<file path="src/rtl/spi_nor_flash_command_sequencer_unit_macros.svh">
// Assertion macros shared by the SPI NOR flash command sequencer.
`ifndef SPI_NOR_FLASH_COMMAND_SEQUENCER_UNIT_MACROS_SVH
`define SPI_NOR_FLASH_COMMAND_SEQUENCER_UNIT_MACROS_SVH

// Same-cycle implication, disabled during reset.
`define SNF_ASSERT_IMP(lbl, clk, rst, ante, cons, msg) \
   lbl: assert property (@(posedge clk) disable iff (rst) (ante) |-> (cons)) \
      else $error(msg);

// Next-cycle implication, disabled during reset.
`define SNF_ASSERT_NXT(lbl, clk, rst, ante, cons, msg) \
   lbl: assert property (@(posedge clk) disable iff (rst) (ante) |=> (cons)) \
      else $error(msg);

`endif

</file>
<file path="src/rtl/snf_pkg.sv">
// Types and constants shared by the SPI NOR flash command sequencer.
`default_nettype none
package snf_pkg;

   localparam int POS_W   = 24;
   localparam int LEN_W   = 11;
   localparam int CNT_W   = 10;
   localparam int CHUNK_W = 13;
   localparam int ROOM_W  = 10;

   localparam int RESULT_LIMIT = 64;
   localparam int MIN_CHUNK    = 16;

   localparam logic [2:0] FUNC_SEEK  = 3'd0;
   localparam logic [2:0] FUNC_READ  = 3'd1;
   localparam logic [2:0] FUNC_WRITE = 3'd2;
   localparam logic [2:0] FUNC_ERASE = 3'd3;
   localparam logic [2:0] FUNC_ID    = 3'd4;

   localparam logic [7:0] OP_WREN    = 8'h06;
   localparam logic [7:0] OP_PROGRAM = 8'h02;
   localparam logic [7:0] OP_READ    = 8'h03;
   localparam logic [7:0] OP_ERASE   = 8'h20;
   localparam logic [7:0] OP_ID      = 8'h9F;

   localparam logic [CNT_W-1:0] ID_BYTES = 10'd3;

   typedef enum logic [2:0] {
      CMD_STATUS = 3'd0,
      CMD_ERASE  = 3'd1,
      CMD_ID     = 3'd2,
      CMD_READ   = 3'd3,
      CMD_WRITE  = 3'd4
   } cmd_kind_type;

   typedef struct packed {
      cmd_kind_type       kind;
      logic               status;
      logic [POS_W-1:0]   position;
      logic [POS_W-1:0]   addr;
      logic [LEN_W-1:0]   len;
      logic [CHUNK_W-1:0] chunk;
      logic [ROOM_W-1:0]  room;
   } cmd_type;

   typedef struct packed {
      logic             is_transaction;
      logic [7:0]       spi_opcode;
      logic             has_address;
      logic [POS_W-1:0] spi_address;
      logic [CNT_W-1:0] data_count;
      logic             poll_after;
      logic             status;
      logic [POS_W-1:0] position;
      logic             last;
   } rsp_type;

endpackage
`default_nettype wire

</file>
<file path="src/rtl/snf_fifo.sv">
// Small register-based first-in first-out queue.
`default_nettype none
module snf_fifo #(
   parameter int WIDTH = 8,
   parameter int DEPTH = 2
) (
   input  wire logic             clock,
   input  wire logic             reset,
   input  wire logic             push,
   output logic                  full,
   input  wire logic [WIDTH-1:0] wdata,
   input  wire logic             pop,
   output logic                  empty,
   output logic [WIDTH-1:0]      rdata
);
   localparam int IDX_W = (DEPTH > 1) ? $clog2(DEPTH) : 1;
   localparam int NUM_W = $clog2(DEPTH + 1);

   logic [WIDTH-1:0] entry_ff [DEPTH];
   logic [IDX_W-1:0] wr_ptr_ff, wr_ptr_in;
   logic [IDX_W-1:0] rd_ptr_ff, rd_ptr_in;
   logic [NUM_W-1:0] count_ff, count_in;
   logic             do_push, do_pop;

   assign full    = (count_ff == NUM_W'(DEPTH));
   assign empty   = (count_ff == '0);
   assign rdata   = entry_ff[rd_ptr_ff];
   assign do_push = push && !full;
   assign do_pop  = pop && !empty;

   always_comb begin
      wr_ptr_in = wr_ptr_ff;
      rd_ptr_in = rd_ptr_ff;
      count_in  = count_ff;
      if (do_push) begin
         wr_ptr_in = (wr_ptr_ff == IDX_W'(DEPTH - 1)) ? '0 : wr_ptr_ff + 1'b1;
      end
      if (do_pop) begin
         rd_ptr_in = (rd_ptr_ff == IDX_W'(DEPTH - 1)) ? '0 : rd_ptr_ff + 1'b1;
      end
      if (do_push && !do_pop) begin
         count_in = count_ff + 1'b1;
      end else if (do_pop && !do_push) begin
         count_in = count_ff - 1'b1;
      end
   end

   always_ff @(posedge clock) begin
      if (reset) begin
         wr_ptr_ff <= '0;
         rd_ptr_ff <= '0;
         count_ff  <= '0;
      end else begin
         wr_ptr_ff <= wr_ptr_in;
         rd_ptr_ff <= rd_ptr_in;
         count_ff  <= count_in;
      end
   end

   always_ff @(posedge clock) begin
      if (do_push) begin
         entry_ff[wr_ptr_ff] <= wdata;
      end
   end

endmodule
`default_nettype wire

</file>
<file path="src/rtl/snf_front.sv">
// Request front end: range checks, position tracking and command classification.
`default_nettype none
module snf_front #(
   parameter int FLASH_BYTES  = 8388608,
   parameter int PAGE_BYTES   = 256,
   parameter int SECTOR_BYTES = 4096,
   parameter int BUFFER_BYTES = 512,
   parameter int MAX_REQUEST  = 1024
) (
   input  wire logic                       clock,
   input  wire logic                       reset,
   input  wire logic                       push,
   output logic                            full,
   input  wire logic [2:0]                 func,
   input  wire logic [snf_pkg::POS_W-1:0]  target_addr,
   input  wire logic [snf_pkg::LEN_W-1:0]  byte_count,
   input  wire logic [snf_pkg::CNT_W-1:0]  max_chunk,
   output logic                            cmd_push,
   input  wire logic                       cmd_full,
   output snf_pkg::cmd_type                cmd
);
   localparam int DIVISOR_MAX = (PAGE_BYTES > SECTOR_BYTES) ? PAGE_BYTES : SECTOR_BYTES;
   localparam int DIV_W       = $clog2(DIVISOR_MAX + 1);
   localparam int WIDE_W      = snf_pkg::POS_W + 1;
   localparam int CW          = snf_pkg::CHUNK_W;
   localparam int PROD_W      = 2 * snf_pkg::POS_W + 1;
   localparam int PAGE_SH     = snf_pkg::POS_W + $clog2(PAGE_BYTES);
   localparam int SECT_SH     = snf_pkg::POS_W + $clog2(SECTOR_BYTES);
   localparam longint unsigned PAGE_RECIP =
      ((64'd1 << PAGE_SH) + 64'(PAGE_BYTES) - 64'd1) / 64'(PAGE_BYTES);
   localparam longint unsigned SECT_RECIP =
      ((64'd1 << SECT_SH) + 64'(SECTOR_BYTES) - 64'd1) / 64'(SECTOR_BYTES);

   typedef enum logic [2:0] {
      F_IDLE  = 3'b001,
      F_DIV   = 3'b010,
      F_ISSUE = 3'b100
   } front_state_type;

   front_state_type                state_ff, state_in;
   logic [2:0]                     func_ff, func_in;
   logic [snf_pkg::POS_W-1:0]      target_ff, target_in;
   logic [snf_pkg::LEN_W-1:0]      len_ff, len_in;
   logic [CW-1:0]                  chunk_ff, chunk_in;
   logic [snf_pkg::POS_W-1:0]      pos_ff, pos_in;
   logic [snf_pkg::POS_W-1:0]      dvd_ff, dvd_in;
   logic                           sel_sector_ff, sel_sector_in;
   logic [snf_pkg::POS_W-1:0]      quot_ff, quot_in;
   logic [DIV_W-1:0]               rem_ff, rem_in;
   logic                           step_ff, step_in;
   logic                           accept;
   logic [PROD_W-1:0]              prod_page, prod_sect;
   logic [snf_pkg::POS_W-1:0]      quot_calc;
   logic [snf_pkg::POS_W-1:0]      back_mul;
   logic [CW-1:0]                  mc_ext;
   logic [CW-1:0]                  chunk_eff;
   logic [WIDE_W-1:0]              pos_len;
   logic [WIDE_W-1:0]              len_wide;
   logic                           target_out;
   logic [snf_pkg::POS_W-1:0]      new_pos;

   assign full   = (state_ff != F_IDLE);
   assign accept = push && !full;
   assign mc_ext = CW'(max_chunk);

   always_comb begin
      if (max_chunk == '0 || mc_ext > CW'(BUFFER_BYTES)) begin
         chunk_eff = CW'(BUFFER_BYTES);
      end else if (mc_ext < CW'(snf_pkg::MIN_CHUNK)) begin
         chunk_eff = CW'(snf_pkg::MIN_CHUNK);
      end else begin
         chunk_eff = mc_ext;
      end
   end

   // The remainder comes from a reciprocal multiplication that is exact for 24-bit values.
   assign prod_page  = PROD_W'(dvd_ff) * PROD_W'(PAGE_RECIP);
   assign prod_sect  = PROD_W'(dvd_ff) * PROD_W'(SECT_RECIP);
   assign quot_calc  = sel_sector_ff ? snf_pkg::POS_W'(prod_sect >> SECT_SH)
                                     : snf_pkg::POS_W'(prod_page >> PAGE_SH);
   assign back_mul   = sel_sector_ff ? quot_ff * snf_pkg::POS_W'(SECTOR_BYTES)
                                     : quot_ff * snf_pkg::POS_W'(PAGE_BYTES);

   assign len_wide   = WIDE_W'(len_ff);
   assign pos_len    = WIDE_W'(pos_ff) + len_wide;
   assign new_pos    = pos_len[snf_pkg::POS_W-1:0];
   assign target_out = WIDE_W'(target_ff) >= WIDE_W'(FLASH_BYTES);

   always_comb begin
      cmd          = '0;
      cmd.kind     = snf_pkg::CMD_STATUS;
      cmd.status   = 1'b0;
      cmd.position = pos_ff;
      cmd.addr     = pos_ff;
      cmd.len      = len_ff;
      cmd.chunk    = chunk_ff;
      cmd.room     = snf_pkg::ROOM_W'(PAGE_BYTES) - snf_pkg::ROOM_W'(rem_ff);
      unique case (func_ff)
         snf_pkg::FUNC_SEEK: begin
            if (target_out) begin
               cmd.status = 1'b1;
            end else begin
               cmd.position = target_ff;
            end
         end
         snf_pkg::FUNC_ERASE: begin
            if (rem_ff != '0 || target_out) begin
               cmd.status = 1'b1;
            end else begin
               cmd.kind = snf_pkg::CMD_ERASE;
               cmd.addr = target_ff;
            end
         end
         snf_pkg::FUNC_ID: begin
            cmd.kind = snf_pkg::CMD_ID;
         end
         snf_pkg::FUNC_READ, snf_pkg::FUNC_WRITE: begin
            priority if (len_ff == '0) begin
               cmd.status = 1'b0;
            end else if (len_wide > WIDE_W'(MAX_REQUEST) ||
                         pos_len > WIDE_W'(FLASH_BYTES)) begin
               cmd.status = 1'b1;
            end else if (func_ff == snf_pkg::FUNC_READ) begin
               if (len_wide > WIDE_W'(chunk_ff) * WIDE_W'(snf_pkg::RESULT_LIMIT)) begin
                  cmd.status = 1'b1;
               end else begin
                  cmd.kind     = snf_pkg::CMD_READ;
                  cmd.position = new_pos;
               end
            end else begin
               if (WIDE_W'(rem_ff) + len_wide >
                   WIDE_W'((snf_pkg::RESULT_LIMIT / 2) * PAGE_BYTES)) begin
                  cmd.status = 1'b1;
               end else begin
                  cmd.kind     = snf_pkg::CMD_WRITE;
                  cmd.position = new_pos;
               end
            end
         end
         default: begin
            cmd.status = 1'b1;
         end
      endcase
   end

   assign cmd_push = (state_ff == F_ISSUE) && !cmd_full;

   always_comb begin
      state_in      = state_ff;
      func_in       = func_ff;
      target_in     = target_ff;
      len_in        = len_ff;
      chunk_in      = chunk_ff;
      pos_in        = pos_ff;
      dvd_in        = dvd_ff;
      sel_sector_in = sel_sector_ff;
      quot_in       = quot_ff;
      rem_in        = rem_ff;
      step_in       = step_ff;
      unique case (state_ff)
         F_IDLE: begin
            if (accept) begin
               func_in   = func;
               target_in = target_addr;
               len_in    = byte_count;
               chunk_in  = chunk_eff;
               rem_in    = '0;
               step_in   = 1'b0;
               if (func == snf_pkg::FUNC_WRITE) begin
                  dvd_in        = pos_ff;
                  sel_sector_in = 1'b0;
                  state_in      = F_DIV;
               end else if (func == snf_pkg::FUNC_ERASE) begin
                  dvd_in        = target_addr;
                  sel_sector_in = 1'b1;
                  state_in      = F_DIV;
               end else begin
                  state_in = F_ISSUE;
               end
            end
         end
         F_DIV: begin
            step_in = 1'b1;
            if (!step_ff) begin
               quot_in = quot_calc;
            end else begin
               rem_in   = DIV_W'(dvd_ff - back_mul);
               state_in = F_ISSUE;
            end
         end
         F_ISSUE: begin
            if (!cmd_full) begin
               pos_in   = cmd.position;
               state_in = F_IDLE;
            end
         end
         default: begin
            state_in = F_IDLE;
         end
      endcase
   end

   always_ff @(posedge clock) begin
      if (reset) begin
         state_ff <= F_IDLE;
         pos_ff   <= '0;
      end else begin
         state_ff <= state_in;
         pos_ff   <= pos_in;
      end
   end

   always_ff @(posedge clock) begin
      func_ff       <= func_in;
      target_ff     <= target_in;
      len_ff        <= len_in;
      chunk_ff      <= chunk_in;
      dvd_ff        <= dvd_in;
      sel_sector_ff <= sel_sector_in;
      quot_ff       <= quot_in;
      rem_ff        <= rem_in;
      step_ff       <= step_in;
   end

endmodule
`default_nettype wire

</file>
<file path="src/rtl/snf_back.sv">
// Command back end: expands one classified command into SPI transaction descriptors.
`default_nettype none
module snf_back #(
   parameter int PAGE_BYTES = 256
) (
   input  wire logic              clock,
   input  wire logic              reset,
   input  wire logic              cmd_empty,
   output logic                   cmd_pop,
   input  wire snf_pkg::cmd_type  cmd,
   output logic                   rsp_push,
   input  wire logic              rsp_full,
   output snf_pkg::rsp_type       rsp
);
   localparam int CW = snf_pkg::CHUNK_W;
   localparam int RW = snf_pkg::ROOM_W;
   localparam int LW = snf_pkg::LEN_W;

   typedef enum logic [1:0] {
      B_IDLE = 2'b01,
      B_RUN  = 2'b10
   } back_state_type;

   back_state_type            state_ff, state_in;
   snf_pkg::cmd_type          cmd_ff, cmd_in;
   logic                      phase_ff, phase_in;
   logic [snf_pkg::POS_W-1:0] addr_ff, addr_in;
   logic [LW-1:0]             rem_ff, rem_in;
   logic [RW-1:0]             room_ff, room_in;
   logic                      fits_chunk, fits_room;
   logic [LW-1:0]             read_n, write_n;

   assign fits_chunk = CW'(rem_ff) <= cmd_ff.chunk;
   assign fits_room  = LW'(room_ff) >= rem_ff;
   assign read_n     = fits_chunk ? rem_ff : LW'(cmd_ff.chunk);
   assign write_n    = fits_room ? rem_ff : LW'(room_ff);

   assign cmd_pop  = (state_ff == B_IDLE) && !cmd_empty;
   assign rsp_push = (state_ff == B_RUN) && !rsp_full;

   always_comb begin
      state_in = state_ff;
      cmd_in   = cmd_ff;
      phase_in = phase_ff;
      addr_in  = addr_ff;
      rem_in   = rem_ff;
      room_in  = room_ff;

      rsp                = '0;
      rsp.is_transaction = 1'b1;
      rsp.position       = cmd_ff.position;

      unique case (cmd_ff.kind)
         snf_pkg::CMD_ID: begin
            rsp.spi_opcode = snf_pkg::OP_ID;
            rsp.data_count = snf_pkg::ID_BYTES;
            rsp.last       = 1'b1;
         end
         snf_pkg::CMD_ERASE: begin
            if (!phase_ff) begin
               rsp.spi_opcode = snf_pkg::OP_WREN;
            end else begin
               rsp.spi_opcode  = snf_pkg::OP_ERASE;
               rsp.has_address = 1'b1;
               rsp.spi_address = addr_ff;
               rsp.poll_after  = 1'b1;
               rsp.last        = 1'b1;
            end
         end
         snf_pkg::CMD_READ: begin
            rsp.spi_opcode  = snf_pkg::OP_READ;
            rsp.has_address = 1'b1;
            rsp.spi_address = addr_ff;
            rsp.data_count  = snf_pkg::CNT_W'(read_n);
            rsp.last        = fits_chunk;
         end
         snf_pkg::CMD_WRITE: begin
            if (!phase_ff) begin
               rsp.spi_opcode = snf_pkg::OP_WREN;
            end else begin
               rsp.spi_opcode  = snf_pkg::OP_PROGRAM;
               rsp.has_address = 1'b1;
               rsp.spi_address = addr_ff;
               rsp.data_count  = snf_pkg::CNT_W'(write_n);
               rsp.poll_after  = 1'b1;
               rsp.last        = fits_room;
            end
         end
         default: begin
            rsp.is_transaction = 1'b0;
            rsp.status         = cmd_ff.status;
            rsp.last           = 1'b1;
         end
      endcase

      unique case (state_ff)
         B_IDLE: begin
            if (cmd_pop) begin
               cmd_in   = cmd;
               addr_in  = cmd.addr;
               rem_in   = cmd.len;
               room_in  = cmd.room;
               phase_in = 1'b0;
               state_in = B_RUN;
            end
         end
         B_RUN: begin
            if (rsp_push) begin
               phase_in = !phase_ff;
               if (cmd_ff.kind == snf_pkg::CMD_READ) begin
                  addr_in = addr_ff + snf_pkg::POS_W'(read_n);
                  rem_in  = rem_ff - read_n;
               end else if (cmd_ff.kind == snf_pkg::CMD_WRITE && phase_ff) begin
                  addr_in = addr_ff + snf_pkg::POS_W'(write_n);
                  rem_in  = rem_ff - write_n;
                  room_in = RW'(PAGE_BYTES);
               end
               if (rsp.last) begin
                  state_in = B_IDLE;
               end
            end
         end
         default: begin
            state_in = B_IDLE;
         end
      endcase
   end

   always_ff @(posedge clock) begin
      if (reset) begin
         state_ff <= B_IDLE;
      end else begin
         state_ff <= state_in;
      end
   end

   always_ff @(posedge clock) begin
      cmd_ff   <= cmd_in;
      phase_ff <= phase_in;
      addr_ff  <= addr_in;
      rem_ff   <= rem_in;
      room_ff  <= room_in;
   end

endmodule
`default_nettype wire

</file>
<file path="src/rtl/spi_nor_flash_command_sequencer_unit.sv">
// A seek, read, read-ID or unknown request goes from the front end through the command
// queue and the back end into the result queue; a write or erase first has the front end
// find the page or sector remainder. The front end takes no new request until it has
// issued the last one; the back end emits one beat per cycle while the result queue has
// room, up to 64 per request, and returns to its idle state between requests. Reset
// clears the position to 0, sets max_chunk to 512 and empties both queues.
`default_nettype none
`include "spi_nor_flash_command_sequencer_unit_macros.svh"
module spi_nor_flash_command_sequencer_unit #(
   parameter int FLASH_BYTES  = 8388608,
   parameter int PAGE_BYTES   = 256,
   parameter int SECTOR_BYTES = 4096,
   parameter int BUFFER_BYTES = 512,
   parameter int MAX_REQUEST  = 1024
) (
   input  wire logic                       clock,
   input  wire logic                       reset,
   input  wire logic                       push,
   output logic                            full,
   input  wire logic [2:0]                 req_func,
   input  wire logic [23:0]                req_target_addr,
   input  wire logic [10:0]                req_byte_count,
   input  wire logic                       csr_valid,
   output logic                            csr_ready,
   input  wire logic [9:0]                 csr_data,
   output logic                            empty,
   input  wire logic                       pop,
   output logic                            rsp_is_transaction,
   output logic [7:0]                      rsp_spi_opcode,
   output logic                            rsp_has_address,
   output logic [23:0]                     rsp_spi_address,
   output logic [9:0]                      rsp_data_count,
   output logic                            rsp_poll_after,
   output logic                            rsp_status,
   output logic [23:0]                     rsp_position,
   output logic                            rsp_last
);
   logic [snf_pkg::CNT_W-1:0] max_chunk_ff, max_chunk_in;
   logic                      cmd_push, cmd_full, cmd_pop, cmd_empty;
   snf_pkg::cmd_type          cmd_wr, cmd_rd;
   logic                      beat_push, beat_full;
   snf_pkg::rsp_type          beat_wr, beat_rd;

   assign csr_ready    = 1'b1;
   assign max_chunk_in = (csr_valid && csr_ready) ? csr_data : max_chunk_ff;

   always_ff @(posedge clock) begin
      if (reset) begin
         max_chunk_ff <= 10'd512;
      end else begin
         max_chunk_ff <= max_chunk_in;
      end
   end

   snf_front #(
      .FLASH_BYTES  (FLASH_BYTES),
      .PAGE_BYTES   (PAGE_BYTES),
      .SECTOR_BYTES (SECTOR_BYTES),
      .BUFFER_BYTES (BUFFER_BYTES),
      .MAX_REQUEST  (MAX_REQUEST)
   ) u_front (
      .clock       (clock),
      .reset       (reset),
      .push        (push),
      .full        (full),
      .func        (req_func),
      .target_addr (req_target_addr),
      .byte_count  (req_byte_count),
      .max_chunk   (max_chunk_ff),
      .cmd_push    (cmd_push),
      .cmd_full    (cmd_full),
      .cmd         (cmd_wr)
   );

   snf_fifo #(
      .WIDTH ($bits(snf_pkg::cmd_type)),
      .DEPTH (2)
   ) u_cmd_queue (
      .clock (clock),
      .reset (reset),
      .push  (cmd_push),
      .full  (cmd_full),
      .wdata (cmd_wr),
      .pop   (cmd_pop),
      .empty (cmd_empty),
      .rdata (cmd_rd)
   );

   snf_back #(
      .PAGE_BYTES (PAGE_BYTES)
   ) u_back (
      .clock     (clock),
      .reset     (reset),
      .cmd_empty (cmd_empty),
      .cmd_pop   (cmd_pop),
      .cmd       (cmd_rd),
      .rsp_push  (beat_push),
      .rsp_full  (beat_full),
      .rsp       (beat_wr)
   );

   snf_fifo #(
      .WIDTH ($bits(snf_pkg::rsp_type)),
      .DEPTH (2)
   ) u_rsp_queue (
      .clock (clock),
      .reset (reset),
      .push  (beat_push),
      .full  (beat_full),
      .wdata (beat_wr),
      .pop   (pop),
      .empty (empty),
      .rdata (beat_rd)
   );

   assign rsp_is_transaction = beat_rd.is_transaction;
   assign rsp_spi_opcode     = beat_rd.spi_opcode;
   assign rsp_has_address    = beat_rd.has_address;
   assign rsp_spi_address    = beat_rd.spi_address;
   assign rsp_data_count     = beat_rd.data_count;
   assign rsp_poll_after     = beat_rd.poll_after;
   assign rsp_status         = beat_rd.status;
   assign rsp_position       = beat_rd.position;
   assign rsp_last           = beat_rd.last;

   `SNF_ASSERT_NXT(a_busy_after_accept, clock, reset, push && !full, full,
      "front end took a request but did not go busy")
   `SNF_ASSERT_IMP(a_cmd_no_overflow, clock, reset, cmd_push, !cmd_full,
      "command pushed into a full queue")
   `SNF_ASSERT_IMP(a_beat_no_overflow, clock, reset, beat_push, !beat_full,
      "result beat pushed into a full queue")
   `SNF_ASSERT_IMP(a_error_is_status_only, clock, reset, !empty && rsp_status,
      !rsp_is_transaction && rsp_last, "rejected request produced a descriptor")

endmodule
`default_nettype wire
</file>
<file path="config.mk">
export PLATFORM = sky130hd
export DESIGN_NAME = spi_nor_flash_command_sequencer_unit
export DESIGN_NICKNAME = d
export VERILOG_FILES = /design/src/rtl/snf_pkg.sv /design/src/rtl/snf_fifo.sv /design/src/rtl/snf_front.sv /design/src/rtl/snf_back.sv /design/src/rtl/spi_nor_flash_command_sequencer_unit.sv
export VERILOG_INCLUDE_DIRS = /design/src /design/src/rtl
export SDC_FILE = /design/constraint.sdc
export NUM_CORES = 1
export LEC_CHECK = 0
export BUFFER_PORTS_ARGS = -buffer_cell sky130_fd_sc_hd__buf_2
export CORE_AREA = 2 2 367 187
export DETAILED_ROUTE_END_ITERATION = 12
export DIE_AREA = 0 0 369 189
export GPL_TIMING_DRIVEN = 0
export PLACE_DENSITY = 0.56
export SYNTH_ARGS = -nofsm -noshare
export SYNTH_HDL_FRONTEND = slang
export SYNTH_SLANG_ARGS = --single-unit
</file>
<file path="constraint.sdc">
create_clock -name clock -period 15.3 [get_ports clock]
set_clock_uncertainty 0.05 [all_clocks]
set_input_delay 0.765 -clock clock [delete_from_list [all_inputs] [get_ports clock]]
set_output_delay 0.765 -clock clock [all_outputs]
set_load 0.02 [all_outputs]
</file>
==> results of run 1 <==
## power by group through the flow
stage / registers, W / logic, W / clock network [W]
finish: 0.00197 / 0.00173 / 0.00127
floorplan: 0.00193 / 0.00120 / 0
detailed placement: 0.00200 / 0.00170 / 0
CTS: 0.00197 / 0.00172 / 0.00130
global placement: 0.00201 / 0.00164 / 0
global route: 0.00199 / 0.00190 / 0.00136
## per-layer routing
metal,part of all wire,GRT usage
met2,0.37,0.250
met1,0.51,0.317
met4,0.019,0.0432
met5,0,0
met3,0.11,0.0717
## final timing paths
check | end | slack [ps] | startpoint | cells past startpoint
min | u_front.len_ff[8] | 290 | req_byte_count[8] | 1
max | u_back.addr_ff[19] | 8290 | u_back.rem_ff[1] | 22
min reg2reg | u_rsp_queue.entry_ff[0][1] | 400 | u_back.rsp[1] | 0
max reg2reg | u_back.addr_ff[19] | 8290 | u_back.rem_ff[1] | 22
## layout make-up
type | instances | share of cell area
buffer | 90 | 0.0131
sequential | 520 | 0.538
multi-input combinational | 1179 | 0.312
timing repair buffer | 133 | 0.0294
inverter | 74 | 0.00988
antenna | 1 | 0.0000890
tap | 897 | 0.0399
clock buffer | 60 | 0.0450
clock inverter | 29 | 0.0133
## critical path, cell delays in order, from the launching register on
cell      delay, ps
edfxtp_1        550
ha_1            380
nor2b_1         140
o21a_1          160
o21a_1          160
o21a_1          170
o21ai_0         140
a21oi_1         110
o31a_1          310
o311ai_2        790
o21ai_1         440
o221a_2         400
ha_1            270
a21o_1          160
a21oi_1         250
o21bai_1        100
a21o_1          200
a21oi_1         220
o21ai_0         180
o41ai_1        1080
nor3_1          130
xnor2_1         240
a21oi_1         100
## logic make-up (layout without fill, tap and decap cells)
logic type | count (synthesis) | count (layout) | share of synthesized area
other cells | 2 | 4 | 0.000307
buf+inv | 164 | 386 | 0.0264
compound gates | 352 | 352 | 0.0959
mux | 224 | 224 | 0.0992
fa+ha+maj | 82 | 82 | 0.0434
xor+xnor | 63 | 63 | 0.0225
flops | 520 | 520 | 0.618
simple gates | 455 | 455 | 0.0947
## registers in the layout (all words and copies together) (netlist names), 3 cells and up, named ones only
signal	cells
u_back.rsp	24
u_front.state_ff	3
u_front.pos_ff	24
u_cmd_queue.entry_ff	166
u_back.room_ff	10
u_front.len_ff	11
u_back.rem_ff	11
u_back.addr_ff	24
u_front.rem_ff	13
u_front.quot_ff	5
u_front.dvd_ff	17
u_rsp_queue.entry_ff	136
u_back.cmd_ff	14
u_front.func_ff	3
u_front.target_ff	24
max_chunk_ff	10
u_front.chunk_ff	10
## cells in the mapped netlist, drive strengths merged, types with 29 or more instances
cell type and number:
a21oi 65, o21ai 97, xnor2 40, dfxtp 49, clkbuf 69, nor2b 50
inv 74, nor2 104, mux2i 74, a31oi 29, ha 77, edfxtp 471
nand3 39, mux2 150, nand2 111
## per-stage QoR
step / setup slack [ps] / std cells
CTS: 8490 / 2981
global route: 7780 / 2982
floorplan: 9730 / 1863
finish: 8290 / 2983
detailed placement: 8520 / 2892
global placement: 7900 / 2882
==> reports/results.tsv, run 1 <==
metric	value	unit
dp_hpwl	53000	um
finalWirelength	70400	um
placed_area	26500	um2
hold_viol_final	0	
die_w	369	um
switching_share	0.352	
avgSynthCellArea	13.2	um2
crit_type	flop to flop	
rsz0062_at_grt	no	
dr.pass1.iters	6	
crit_fanout	10	
cp_data_required_time	15560	ps
yosysTopAreaCell	edfxtp_1	
yosys.area.top_type_share	0.578	
io_pins	127	
clockPowerShare	0.255	
switchingPower	0.00175	W
crit_arrival	7270	ps
area_growth	14.9	%
multi_input_area	8760	um2
max_cap_violations	0	
grt_antenna_before_repair	2	
synthDistinctLibCells	80	
wire_per_inst	23.6	um
critPathLaunchType	flop	
p_comb_frac	0.348	
final_common_cell	edfxtp_1	
max-slew-margin-rel	0.0997	
setup_viol	0	
synth_edf_count	471	
tightest_slew	1350	ps
clock-sinks	520	
final_nets	2181	
ys_seq_area_frac	0.618	
max_freq	0.143	GHz
syn_inst	1862	
nFillCells	6166	
cts_resized	0	
overflow	0	
slew_violations	0	
via_per_inst	5.42	
ys_top_cells_by_area	edfxtp_1 58%, mux2_2 6.9%, dfxtp_1 4.0%	
power.density	177	nW/um2
hp-class	input port to flop	
cts_setup_buffers	0	
grt_pass1_vias	15300	
grt_max_degree	52	
cts_root_buffer	clkbuf_16	
synthFlopType	edfxtp_1	
period_needed	7010	ps
htree_num_levels	2	
layout_common_cells	471 x edfxtp_1, 150 x mux2_2, 131 x buf_2, 111 x nand2_1, 101 x nor2_1	
syn-cell-area	24500	um2
cts_tree	done	
p_int	0.00322	W
clk_pin_slew	70	ps
insertion_delay	590	ps
drc	0	
numCtsBuffers	48	
io_buffers	122	
grt_use_total	0.199	
leakagePower	9.98	nW
grt_pass1_wl	102000	um
clockBufferDepth	3	
vias	16200	
initial_utilization	0.369	
status	finished clean	
vdd_ir_drop_max	0.0000891	V
core-area	66400	um2
seq_area	15100	um2
die-height	189	um
synth_warnings	0	
drt-initial-drc-count	1532	
pwr-share-seq	0.397	
holdWs	293	ps
synthArstFlopShare	0	
holdBufCountCts	0	
stdcell_area	28100	um2
setup-tns-final	0	ps
crit_path_end_kind	flop	
finalPower	0.00497	W
drive_above_1_share	0.192	
yosys_register_bits	520	
num_rows	67	
min_period_over_period	0.458	
dieArea	69700	um2
finalCoreUtilization	0.424	
ant_nets	0	
routabilityCongestion	0.931	
Note: power is estimated with default switching activity, not from simulation.
==> run 2, diff against run 1 <==
==> constraint.sdc (replaced) <==
create_clock -name clock -period 6.95 [get_ports clock]
set_clock_uncertainty 0.05 [all_clocks]
set_input_delay 0.3475 -clock clock [delete_from_list [all_inputs] [get_ports clock]]
set_output_delay 0.3475 -clock clock [all_outputs]
set_load 0.02 [all_outputs]
==> run 2 against run 1 <==
Flip-flop and latch count did not move. Critical path type unchanged. Cell area rose by 1.8%. Global-route usage rose by 0.15 points. Critical endpoint is now u_back.addr_ff[22]. Clock power rose by 120%. Largest cell class unchanged.
==> reports/results.tsv, run 2 (synthesized netlist as in run 1, its figures left out) <==
metric	value	unit	change
grt_antenna_before_repair	3		was 2
stdcell_area	28600	um2	was 28100 um2
rrSetupSlack	450	ps	was 8290 ps
initial_utilization	0.369		unchanged
critPathLaunchType	flop		unchanged
leakagePower	10.2	nW	was 9.98 nW
setup-tns-final	0	ps	unchanged
dr.pass1.iters	5		was 6
drt-initial-drc-count	1655		was 1532
grt_use_total	0.201		was 0.199
cts_root_buffer	clkbuf_16		unchanged
min_period_over_period	0.935		was 0.458
die-height	189	um	unchanged
dp_hpwl	53000	um	unchanged
cts_setup_buffers	0		unchanged
crit_path_end_kind	flop		unchanged
slew_violations	0		unchanged
rsz0062_at_grt	no		unchanged
setup_viol	0		unchanged
worstReg2RegStart	u_back.rem_ff[1]		unchanged
crit_fanout	10		unchanged
htree_num_levels	2		unchanged
status	finished clean		unchanged
grt_pass1_wl	103000	um	was 102000 um
io_pins	127		unchanged
grt_max_degree	52		unchanged
ant_nets	0		unchanged
io_buffers	122		unchanged
finalPower	0.0110	W	was 0.00497 W
switchingPower	0.00385	W	was 0.00175 W
period_needed	6500	ps	was 7010 ps
largest_register_ffs	166		unchanged
worstSetupEndpoint	u_back.addr_ff[22]		was u_back.addr_ff[19]
area_growth	16.9	%	was 14.9%
power.density	383	nW/um2	was 177 nW/um2
routabilityCongestion	0.931		unchanged
num_rows	67		unchanged
final_common_cell	edfxtp_1		unchanged
drive_above_1_share	0.188		was 0.192
layout_common_cells	471 x edfxtp_1, 150 x mux2_2, 131 x buf_2, 111 x nand2_1, 101 x nor2_1		unchanged
p_int	0.00712	W	was 0.00322 W
crit_arrival	6760	ps	was 7270 ps
finalWirelength	70700	um	was 70400 um
hold_viol_final	0		unchanged
hp-class	input port to flop		unchanged
numCtsBuffers	48		unchanged
insertion_delay	590	ps	about the same
dieArea	69700	um2	unchanged
overflow	0		unchanged
cts_tree	done		unchanged
clock-sinks	520		unchanged
max_cap_violations	0		unchanged
placed_area	26500	um2	unchanged
worst-r2r-cell-count	23		was 22
top_regs	u_cmd_queue.entry_ff: 166 flops, u_rsp_queue.entry_ff: 136 flops		unchanged
top_register	u_cmd_queue.entry_ff		unchanged
tightest_slew	1300	ps	was 1350 ps
wire_per_inst	23.3	um	was 23.6 um
holdWs	146	ps	was 293 ps
critPathLaunch	u_back.rem_ff[1]		unchanged
switching_share	0.351		was 0.352
core-area	66400	um2	unchanged
die_w	369	um	unchanged
nFillCells	6123		was 6166
max_freq	0.154	GHz	was 0.143 GHz
pwr-share-seq	0.395		was 0.397
final_nets	2229		was 2181
drc	0		unchanged
vdd_ir_drop_max	0.000196	V	was 0.0000891 V
crit_type	flop to flop		unchanged
via_per_inst	5.38		was 5.42
clockPowerShare	0.255		about the same
r2r-end	u_back.addr_ff[22]		was u_back.addr_ff[19]
vias	16300		was 16200
max-slew-margin-rel	0.136		was 0.0997
clk_pin_slew	70	ps	about the same
grt_pass1_vias	15500		was 15300
p_comb_frac	0.350		was 0.348
antenna_cells	0		was 1
clockBufferDepth	3		unchanged
cp_data_required_time	7210	ps	was 15560 ps
-- run 2: changes by cell type in the layout (fill, tap and decap cells not counted) --
cell,before,now
dlygate4sd3_1,0,48
o311ai_2,1,0
o41ai_2,0,1
o311ai_4,0,1
diode_2,1,0
o41ai_1,1,0
-- run 2: critical path, cell delays in order, from the launching register on --
cell,delay (ps)
edfxtp_1,550
ha_1,380
nor2b_1,140
o21a_1,160
o21a_1,160
o21a_1,170
o21ai_0,140
a21oi_1,110
o31a_1,330
o311ai_4,550
o21ai_1,370
o221a_2,360
ha_1,210
fa_1,410
a21o_1,190
a21oi_1,240
o21bai_1,100
a21oi_1,240
o21bai_1,120
a221o_1,340
a21oi_1,420
nor2_1,130
xnor2_1,240
a21oi_1,110
-- run 2: per-layer routing --
layer	vias up	wire, um	GRT usage
met5	-	0	0
met4	0	1320	0.0436
met3	79	7370	0.0705
met2	629	26300	0.254
met1	8049	35700	0.319
li1	7533	-	-
-- run 2: power groups by stage --
stage,sequential [W],clock (W),combinational (W)
floorplan,0.00426,0,0.00265
global placement,0.00444,0,0.00360
detailed placement,0.00439,0,0.00375
CTS,0.00433,0.00286,0.00380
global route,0.00437,0.00299,0.00423
finish,0.00433,0.00279,0.00383
-- run 2: how the worst min path moves through the flow --
stage / start / endpoint / slack, ps / depth (start not counted)
4_1_cts: push / u_front.state_ff[2] / 110 / 3
3_5_place_dp: u_back.rsp[5] / u_rsp_queue.entry_ff[0][5] / 380 / 0
6_report: pop / u_rsp_queue.rd_ptr_ff / 150 / 4
3_3_place_gp: u_back.rsp[2] / u_rsp_queue.entry_ff[0][2] / 380 / 0
2_1_floorplan: u_back.rsp[10] / u_rsp_queue.entry_ff[0][10] / 370 / 0
5_1_grt: push / u_front.state_ff[2] / 140 / 3
-- run 2: through the flow --
stage,setup slack [ps],util,std cells
global route,86.3,0.431,3030
global placement,-446,0.395,2882
CTS,144,0.431,3029
finish,453,0.431,3030
detailed placement,169,0.399,2892
floorplan,1380,-,1863
-- run 2: what timing repair did --
item                                    4_1_cts  5_1_grt
hold endpoints to repair                     48        0
hold buffers                                 48        0
endpoints found under the setup margin        0       13
resized for setup                             0        2
-- run 2: final cells by class --
| type | instances | area (um2) | area share |
|---|---|---|---|
| buffer | 90 | 368 | 0.0129 |
| clock buffer | 60 | 1270 | 0.0442 |
| clock inverter | 29 | 375 | 0.0131 |
| inverter | 74 | 278 | 0.00970 |
| multi-input combinational | 1179 | 8780 | 0.307 |
| sequential | 520 | 15100 | 0.528 |
| tap | 897 | 1120 | 0.0392 |
| timing repair buffer | 181 | 1310 | 0.0457 |
==> run 3, diff against run 2 <==
--- a/config.mk
+++ b/config.mk
@@ -7,11 +7,11 @@
 export NUM_CORES = 1
 export LEC_CHECK = 0
 export BUFFER_PORTS_ARGS = -buffer_cell sky130_fd_sc_hd__buf_2
-export CORE_AREA = 2 2 367 187
+export CORE_AREA = 2 2 378 193
 export DETAILED_ROUTE_END_ITERATION = 12
-export DIE_AREA = 0 0 369 189
+export DIE_AREA = 0 0 380 195
 export GPL_TIMING_DRIVEN = 0
-export PLACE_DENSITY = 0.56
+export PLACE_DENSITY = 0.53
 export SYNTH_ARGS = -nofsm -noshare
 export SYNTH_HDL_FRONTEND = slang
 export SYNTH_SLANG_ARGS = --single-unit
==> run 3 against run 2 <==
Via count is 2.4% lower. Sequential share of layout area is 0.38 points lower. Sequential power hardly changed.
==> reports/results.tsv, run 3 (synthesized netlist as in run 1, its figures left out) <==
metric	value	unit	change
final_common_cell	edfxtp_1		unchanged
vdd_ir_drop_max	0.000211	V	was 0.000196 V
tightest_slew	1320	ps	was 1300 ps
wire_per_inst	21.6	um	was 23.3 um
crit_arrival	6740	ps	was 6760 ps
core-area	70400	um2	was 66400 um2
largest_register_ffs	166		unchanged
cp_data_required_time	7250	ps	was 7210 ps
ant_nets	0		unchanged
grt_pass1_wl	100000	um	was 103000 um
p_comb_frac	0.344		was 0.350
die_w	380	um	was 369 um
finalWirelength	67000	um	was 70700 um
dr.pass1.iters	5		unchanged
switchingPower	0.00378	W	was 0.00385 W
grt_pass1_vias	15500		about the same
hold_path_depth	3		was 4
slew_violations	0		unchanged
period_needed	6450	ps	was 6500 ps
num_rows	69		was 67
initial_utilization	0.348		was 0.369
clk_pin_slew	60	ps	was 70 ps
numCtsBuffers	50		was 48
hold_viol_final	0		unchanged
hp-class	input port to flop		unchanged
gr-max-usage-layer	met1		unchanged
placed_area	26600	um2	was 26500 um2
clockBufferDepth	3		unchanged
setup_viol	0		unchanged
crit_path_end_kind	flop		unchanged
drive_above_1_share	0.190		was 0.188
antenna_cells	0		unchanged
stdcell_area	28800	um2	was 28600 um2
dieArea	74100	um2	was 69700 um2
power.density	379	nW/um2	was 383 nW/um2
critPathLaunchType	flop		unchanged
io_buffers	122		unchanged
cts_tree	done		unchanged
hold_path.startpoint	push		was pop
grt_use_total	0.179		was 0.201
cts_root_buffer	clkbuf_16		unchanged
routabilityCongestion	0.922		was 0.931
pwr-share-seq	0.394		was 0.395
top_register	u_cmd_queue.entry_ff		unchanged
via_per_inst	5.13		was 5.38
finalCoreUtilization	0.409		was 0.431
worstReg2RegStart	u_back.rem_ff[1]		unchanged
final_nets	2234		was 2229
htree_num_levels	2		unchanged
max-slew-margin-rel	0.108		was 0.136
rsz0062_at_grt	no		unchanged
insertion_delay	610	ps	was 590 ps
switching_share	0.345		was 0.351
use_met1	0.269		was 0.319
clockPowerShare	0.262		was 0.255
crit_fanout	10		unchanged
die-height	195	um	was 189 um
overflow	0		unchanged
worst-r2r-cell-count	23		unchanged
area_growth	17.7	%	was 16.9%
layout_common_cells	471 x edfxtp_1, 150 x mux2_2, 131 x buf_2, 111 x nand2_1, 101 x nor2_1		unchanged
max_freq	0.155	GHz	was 0.154 GHz
grt_antenna_before_repair	3		unchanged
io_pins	127		unchanged
leakagePower	10.3	nW	was 10.2 nW
gr-usage-met2	0.268		was 0.254
min_period_over_period	0.928		was 0.935
p_int	0.00716	W	was 0.00712 W
crit_type	flop to flop		unchanged
max_cap_violations	0		unchanged
cts_resized	0		unchanged
grt_use_met3	0.0327		was 0.0705
cts_setup_buffers	0		unchanged
dp_hpwl	49100	um	was 53000 um
clock-sinks	520		unchanged
vias	15900		was 16300
top_regs	u_cmd_queue.entry_ff: 166 flops, u_rsp_queue.entry_ff: 136 flops		unchanged
drt-initial-drc-count	1178		was 1655
status	finished clean		unchanged
critPathLaunch	u_back.rem_ff[1]		unchanged
drc	0		unchanged
grt_max_degree	45		was 52
## run 3: layer usage
metal / up-vias / wire length (um)
met5: - / 0
met1: 7858 / 33000
li1: 7538 / -
met4: 0 / 1150
met3: 81 / 3930
met2: 424 / 28900
## run 3: timing repair
action / 4_1_cts / 5_1_grt
setup endpoints to repair: 0 / 0
hold buffers: 48 / 0
hold endpoints to repair: 49 / 0
## run 3: power groups by stage
stage / combinational [W] / clock [W] / sequential (W)
2_1_floorplan: 0.00265 / 0 / 0.00426
3_3_place_gp: 0.00362 / 0 / 0.00442
3_5_place_dp: 0.00372 / 0 / 0.00438
4_1_cts: 0.00378 / 0.00292 / 0.00431
5_1_grt: 0.00416 / 0.00304 / 0.00435
6_report: 0.00376 / 0.00287 / 0.00431
## run 3: worst max-delay path: stages, from the launching register on
cell and delay [ps]:
edfxtp_1 540, ha_1 370, nor2b_1 130, o21a_1 160, o21a_1 160, o21a_1 160, o21ai_0 140, a21oi_1 90
o31a_1 310, o311ai_2 700, o21ai_1 390, o221a_2 380, ha_1 210, fa_1 400, a21o_1 180, a21oi_1 260
o21bai_1 100, a21oi_1 240, o21bai_1 120, a221o_1 330, a21oi_1 370, nor2_1 120, xnor2_1 200, a21oi_1 90
## run 3: per-stage QoR
step	setup TNS (ps)	total power, W	instances	hold slack, ps	setup WS [ps]
floorplan	0	0.00691	1863	371	1380
global placement	-84280	0.00804	2943	374	-715
detailed placement	0	0.00810	2957	384	190
CTS	0	0.0110	3099	113	186
global route	0	0.0116	3099	159	2.26
finish	0	0.0109	3099	136	502
## run 3: final cells by class
cell class | count | area (um2)
tap | 958 | 1200
sequential | 520 | 15100
multi-input combinational | 1179 | 8770
buffer | 90 | 368
clock inverter | 30 | 372
fill | 6744 | 41600
timing repair buffer | 184 | 1370
inverter | 74 | 278
clock buffer | 64 | 1350
## run 3: worst paths after layout
kind	endpoint	slack [ps]
max	u_back.addr_ff[18]	500
max reg2reg	u_back.addr_ff[18]	500
min reg2reg	u_rsp_queue.entry_ff[1][1]	400
min	u_front.state_ff[2]	140
